$ cat src/rtl/sau_pkg.sv
package sau_pkg;

	localparam int COORD_W = 32;
	localparam int NORM_W = 16;
	localparam int ANGLE_W = 16;

	localparam int CORDIC_STEPS = 18;
	localparam int ATAN_W = 24;

	localparam logic [ATAN_W-1:0] ATAN_Q24 [0:CORDIC_STEPS-1] = '{
		24'd13176795, 24'd7778716, 24'd4110060, 24'd2086331, 24'd1047214,
		24'd524117, 24'd262123, 24'd131069, 24'd65536, 24'd32768,
		24'd16384, 24'd8192, 24'd4096, 24'd2048, 24'd1024,
		24'd512, 24'd256, 24'd128
	};

	localparam logic [ANGLE_W-1:0] RAD_HALF_PI_Q15 = 16'd51472;
	localparam logic [ANGLE_W-1:0] DEG_NINETY_Q8 = 16'd23040;
	localparam logic [21:0] DEG_PER_RAD_Q16 = 22'd3754936;

	// register indexes on the config port
	localparam logic [1:0] REG_CENTER_X = 2'd0;
	localparam logic [1:0] REG_CENTER_Y = 2'd1;
	localparam logic [1:0] REG_CENTER_Z = 2'd2;
	localparam logic [1:0] REG_DEG_MODE = 2'd3;

	typedef struct packed {
		logic deg;
		logic zero;
	} sau_flags_t;

endpackage

$ cat src/rtl/sau_cordic.sv
module sau_cordic #(
	parameter int XY_W = 34,
	parameter int Z_W = 28,
	parameter int SIDE_W = 2
) (
	input  logic                   clk,
	input  logic                   arst_n,
	input  logic                   en,
	input  logic                   in_valid,
	input  logic signed [XY_W-1:0] x_in,
	input  logic signed [XY_W-1:0] y_in,
	input  logic [SIDE_W-1:0]      side_in,
	output logic                   out_valid,
	output logic signed [Z_W-1:0]  z_out,
	output logic [SIDE_W-1:0]      side_out
);

	localparam int N = sau_pkg::CORDIC_STEPS;

	logic signed [XY_W-1:0] x_a    [0:N];
	logic signed [XY_W-1:0] y_a    [0:N];
	logic signed [Z_W-1:0]  z_a    [0:N];
	logic [SIDE_W-1:0]      side_a [0:N];
	logic                   vld_a  [0:N];

	assign x_a[0] = x_in;
	assign y_a[0] = y_in;
	assign z_a[0] = '0;
	assign side_a[0] = side_in;
	assign vld_a[0] = in_valid;

	// vectoring mode, drives y toward zero
	for (genvar i = 0; i < N; i++) begin : g_step
		logic signed [XY_W-1:0] xs;
		logic signed [XY_W-1:0] ys;
		logic signed [Z_W-1:0]  at;

		assign xs = x_a[i] >>> i;
		assign ys = y_a[i] >>> i;
		assign at = signed'(Z_W'(sau_pkg::ATAN_Q24[i]));

		always_ff @(posedge clk or negedge arst_n) begin
			if (!arst_n) begin
				vld_a[i+1] <= 1'b0;
			end else if (en) begin
				vld_a[i+1] <= vld_a[i];
			end
		end

		always_ff @(posedge clk) begin
			if (en) begin
				side_a[i+1] <= side_a[i];
				if (y_a[i] > 0) begin
					x_a[i+1] <= x_a[i] + ys;
					y_a[i+1] <= y_a[i] - xs;
					z_a[i+1] <= z_a[i] + at;
				end else begin
					x_a[i+1] <= x_a[i] - ys;
					y_a[i+1] <= y_a[i] + xs;
					z_a[i+1] <= z_a[i] - at;
				end
			end
		end
	end

	assign out_valid = vld_a[N];
	assign z_out = z_a[N];
	assign side_out = side_a[N];

endmodule

$ cat config.mk
export PLATFORM = sky130hd
export DESIGN_NAME = sau_cordic
export DESIGN_NICKNAME = d
export VERILOG_FILES = /design/src/rtl/sau_pkg.sv /design/src/rtl/sau_cordic.sv
export SDC_FILE = /design/constraint.sdc
export NUM_CORES = 2
export LEC_CHECK = 0
export BUFFER_PORTS_ARGS = -buffer_cell sky130_fd_sc_hd__buf_2
export CELL_PAD_IN_SITES_DETAIL_PLACEMENT = 0
export CELL_PAD_IN_SITES_GLOBAL_PLACEMENT = 2
export CORE_MARGIN = 1.5
export CORE_UTILIZATION = 39
export DETAILED_ROUTE_END_ITERATION = 8
export GPL_ROUTABILITY_DRIVEN = 0
export GPL_TIMING_DRIVEN = 0
export PLACE_DENSITY_LB_ADDON = 0.1
export SLEW_MARGIN = 0
export SYNTH_ARGS = -nofsm -noshare
export SYNTH_HDL_FRONTEND = slang
export SYNTH_SLANG_ARGS = --single-unit
$ cat constraint.sdc
create_clock -name clk -period 6.7 [get_ports clk]
set_input_delay 1.34 -clock clk [delete_from_list [all_inputs] [get_ports clk]]
set_output_delay 1.34 -clock clk [all_outputs]
set_load 0.1 [all_outputs]
# ---- Yosys cells after proc, flatten, opt, wreduce, memory -nomap -nowiden
# Cells that the tools add are included.
dict set report totals {
  register_bits 1680
  wordCells 255
  output_inout_bits 31
  inputBits 74
}
dict set report classes {
  n_lt_le_gt_ge 18
  add_sub_neg 99
  n_mux 51
}
# op count
set ops {}
lappend ops {{2-to-1 mux 34 bit} 33}
lappend ops {{greater-than comparator 34 x 1 -> 1 bit, second input constant} 18}
lappend ops {{2-to-1 mux 28 bit} 18}
lappend ops {{adder 34 x 19 -> 34 bit} 2}
lappend ops {{adder 34 x 20 -> 34 bit} 2}
lappend ops {{adder 34 x 21 -> 34 bit} 2}
lappend ops {{adder 34 x 22 -> 34 bit} 2}
lappend ops {{adder 34 x 23 -> 34 bit} 2}
lappend ops {{adder 34 x 24 -> 34 bit} 2}
lappend ops {{adder 34 x 25 -> 34 bit} 2}
lappend ops {{adder 34 x 26 -> 34 bit} 2}
lappend ops {{adder 34 x 27 -> 34 bit} 2}
lappend ops {{adder 34 x 28 -> 34 bit} 2}
lappend ops {{adder 34 x 29 -> 34 bit} 2}
lappend ops {{adder 34 x 30 -> 34 bit} 2}
lappend ops {{adder 34 x 31 -> 34 bit} 2}
lappend ops {{adder 34 x 32 -> 34 bit} 2}
lappend ops {{adder 34 x 33 -> 34 bit} 2}
lappend ops {{subtractor 34 x 19 -> 34 bit} 2}
lappend ops {{subtractor 34 x 20 -> 34 bit} 2}
lappend ops {{subtractor 34 x 21 -> 34 bit} 2}
lappend ops {{subtractor 34 x 22 -> 34 bit} 2}
lappend ops {{subtractor 34 x 23 -> 34 bit} 2}
lappend ops {{subtractor 34 x 24 -> 34 bit} 2}
lappend ops {{45 further kinds} 57}

# ---- Depth between registers and ports, before layout
dict set report depth {
  word_depth 2
  depth_mapped 27
  ltp_nobuf 25
}

# ---- Least setup slack after synthesis
# Ideal clock, no wire load.
dict set report synth_path {
  kind {reg2reg}
  start {register y_a, in the netlist g_step[12].ys[2]}
  end {register x_a, in the netlist g_step[13].xs[20], data pin}
  stages_incl_launch_ff 24
  arrival_ns 6.112
  setup_time_ns 0.264
  setup_slack_ns 0.325
  n_path_buf 2
  required_ns 6.436
  cell_sequence {edfxtp_1 nor3_1 nand3b_1 or2_2 nand2b_1 nor3_1 nand2_1 nand4b_1 nor2b_1 clkbuf_1 inv_1 clkbuf_1 a21oi_1 xnor2_1 ha_1 or3_1 o21ai_0 a211oi_1 a311o_1 a22o_1 o41ai_1 o21ai_0 a211oi_1 xnor2_1}
}
dict set report synth_via {
  elab_chain_cells 2
}
# item line_no
set synth_rtl {}
lappend synth_rtl {{start: declaration} sau_cordic.sv:21} ;# logic signed [XY_W-1:0] y_a [0:N];
lappend synth_rtl {{start signal: indexed assignment} sau_cordic.sv:55} ;# y_a[i+1] <= y_a[i] - xs;
lappend synth_rtl {{start signal: indexed assignment} sau_cordic.sv:59} ;# y_a[i+1] <= y_a[i] + xs;
lappend synth_rtl {{subtractor 34 x 22 -> 34 bit (tied with other cells)} sau_cordic.sv:58} ;# x_a[i+1] <= x_a[i] - ys;
lappend synth_rtl {{2-to-1 mux 34 bit (*)} sau_cordic.sv:53} ;# if (y_a[i] > 0) begin
lappend synth_rtl {{end signal: indexed assignment} sau_cordic.sv:54} ;# x_a[i+1] <= x_a[i] + ys;
lappend synth_rtl {{end signal: indexed assignment} sau_cordic.sv:58}
lappend synth_rtl {{end: declaration} sau_cordic.sv:20} ;# logic signed [XY_W-1:0] x_a [0:N];
# Mark *: on every way between the ends. The rest lies on a longest branch, timed or not.
# A chain may end at the register's enable or synchronous reset.

# ---- Worst setup path after layout
dict set report layout_path {
  start {register y_a, in the netlist g_step[13].ys[16]}
  end {register x_a, in the netlist g_step[14].xs[14], data pin}
}
dict set report layout_via {
  elab_chain_cells 2
}
# item line_no
set layout_rtl {}
lappend layout_rtl {{subtractor 34 x 21 -> 34 bit (tied with other cells)} sau_cordic.sv:58}
lappend layout_rtl {{2-to-1 mux 34 bit (*)} sau_cordic.sv:53}
# Marked as above.

==> out/metrics.cfg <==
[final_layout]
nets=15900
stdcell_count=19100
drive_gt1_frac=0.0672
synthToLayoutAreaGrowth_pct=11.6

[yosys]
postSynthCellCount=14000
yosys_warnings=0
synth_top_area_cell=edfxtp_1
synth_top_area_frac=0.360
synth.area.top_cells=edfxtp_1, ha_1, xnor2_1, a21oi_1, xor2_1
syn_nets=15600
synthTopCellsByCount=edfxtp_1, ha_1, xnor2_1
yosysMostFrequentCell=edfxtp_1
synth_seq_cells=1620
synth_edf_count=1602
syn-mean-instance-area_um2=9.56
synth_seq_area_share=0.363
async_flop_share=0.0111
synth.distinct_cells=92
synthFlopType=edfxtp_1
netlist_area_mm2=0.134

[route]
postRouteAntennaNets=0
num_vias=107000
wl_um=404000
drc=0
drt-pass1-iter-count=6
drtIter0Drc=7580
via_per_inst=5.59
routedWlPerCell_um=21.2

[sta]
worst_pin_slew_ns=1.32
tns_ns=0
hold_viol_final=0
slew_headroom=0.0986
fmax_ghz=0.154
finalCriticalPeriod_ns=6.49
drv_slew=0
finalWorstSetupSlack_ns=0.211
finalSetupViolCount=0
skew_ns=0.0756
fin_crit_sh=0.969

[worst_setup_path]
start_kind=register
cp_max_fo=10
crit_arrival_ns=7.16
cp-end-kind=register
crit_type=register to register
cp_data_required_time_ns=7.37
reg2reg_depth=20

[global_routing]
grt_use_total=0.226
antenna_found_initial=12
overflow=0
grt_pass1_vias=103000
grt_pass1_wl_um=618000
grt_max_degree=175

[floorplanning]
fp.dieW_um=588
core_mm2=0.340
ioPinCount=105
rows=214
die_h_um=588
initial_core_util=0.393
die_area_mm2=0.346

[placed_design]
post-place-ws_ns=-2.43
io_buffers=103
dp_hpwl_um=324000
dpl.cell_count=18600

[cts]
numClockSinks=1620
htreeDepth=4
clk_latency_ns=0.94
cts-root-buf=clkbuf_16
cts.path.max_buffers=4
postCtsHoldBufs=0
cts_tree=built
cts_inserted_buffers=198
path_clk_slew_ns=0.06

[status]
status=finished clean

[min_path]
hp-class=input pin to async pin

[job]
cap_violations=0

## worst max-delay path, stage by stage (launching register included)
cell	delay [ns]
edfxtp_1	0.58
or4_1	0.60
or4_1	0.59
nor2_4	0.22
nand4_1	0.28
nor2b_1	0.25
buf_2	0.26
clkbuf_1	0.39
o31ai_1	0.21
xor2_1	0.23
ha_1	0.30
o21ai_0	0.13
a21bo_2	0.22
a311oi_2	0.13
a21boi_1	0.40
o21ai_2	0.18
a211o_1	0.36
a21oi_1	0.34
o31a_1	0.27
o21ai_0	0.12
xor2_1	0.15
## cell usage in the layout (no fill, tap or decap), drive strengths merged, types with 79 or more instances in the layout
cell and count:
edfxtp 1602, ha 1461, xnor2 1354, a21oi 1316
nor2 1129, o21ai 896, nand2 831, inv 722
xor2 586, a21o 571, clkbuf 406, nor3 312
buf 256, nand3 234, nand2b 223, nor2b 211
o31ai 185, o21a 175, o21bai 166, or3 132
nor4 122, a31oi 117, and3 108, a211oi 106
nand4 104, clkinv 90, o41ai 80, or4 79
## layout make-up
class	instances	area (um2)
Multi-Input combinational cell	11400	82800
Clock buffer	227	5080
Clock inverter	136	1580
Timing Repair Buffer	186	1380
Antenna cell	6	15.0
Tap cell	4536	5680
Sequential cell	1620	48600
Buffer	249	1340
Inverter	721	2740
Fill cell	32800	191000
## sequential cells by signal, indices dropped and copies added (netlist names)
name	cells
side_a	34
vld_a	17
g_step.xs	408
z_a	434
x_a	120
side_out	2
y_a	152
out_valid	1
g_step.ys	425
z_out	27
## kinds of logic (layout without fill, tap and decap cells)
| logic type | count (synthesis) | in the layout | share of synthesized area |
|---|---|---|---|
| AO/OA/AOI/OAI | 4114 | 4114 | 0.194 |
| AND/OR/NAND/NOR | 3741 | 3741 | 0.137 |
| XOR/XNOR | 1940 | 1940 | 0.127 |
| flip-flops | 1620 | 1620 | 0.363 |
| adder cells (fa/ha/maj) | 1514 | 1514 | 0.145 |
| buffers and inverters | 974 | 1519 | 0.0284 |
| multiplexers | 75 | 75 | 0.00609 |
| other | 1 | 7 | 0.0000281 |
## layer usage
layer  vias to the layer above  GRT usage  wire length (um)
li1                      52500          -                 -
met3                       419     0.0293             20400
met5                         -          0                 0
met4                         0     0.0490              8740
met2                      2367      0.366            182000
met1                     51300      0.320            193000
## through the flow
step	cell area, um2	hold slack, ns	util
after floorplan	134000	0.400	-
after CTS	148000	0.263	0.435
after detailed placement	140000	0.405	0.412
after global routing	149000	0.315	0.438
final	149000	0.354	0.438
after global placement	140000	0.401	0.411
## final timing paths
check	from	end	slack, ns
min in group clk	z_a[34]$_DFFE_PP_	z_out[6]$_DFFE_PP_	0.37
worst max-delay path	g_step[13].ys[16]$_DFFE_PP_	g_step[14].xs[14]$_DFFE_PP_	0.21
worst min register to register	z_a[34]$_DFFE_PP_	z_out[6]$_DFFE_PP_	0.37
worst max register to register	g_step[13].ys[16]$_DFFE_PP_	g_step[14].xs[14]$_DFFE_PP_	0.21
worst min-delay path	arst_n	vld_a[17]$_DFFE_PN0P_	0.35
max in group asynchronous	arst_n	vld_a[11]$_DFFE_PN0P_	6.07
## timing repair
item / 4_1_cts / 5_1_grt
setup endpoints to repair: 652 / 242
hold endpoints to repair: 0 / 0
pin swaps: 16 / 37
setup buffers: 22 / 46
gates resized for setup: 269 / 228
Power is left out: the tool's default activity adds up to more than one toggle a clock period on the data nets, which glitch-free logic cannot reach.
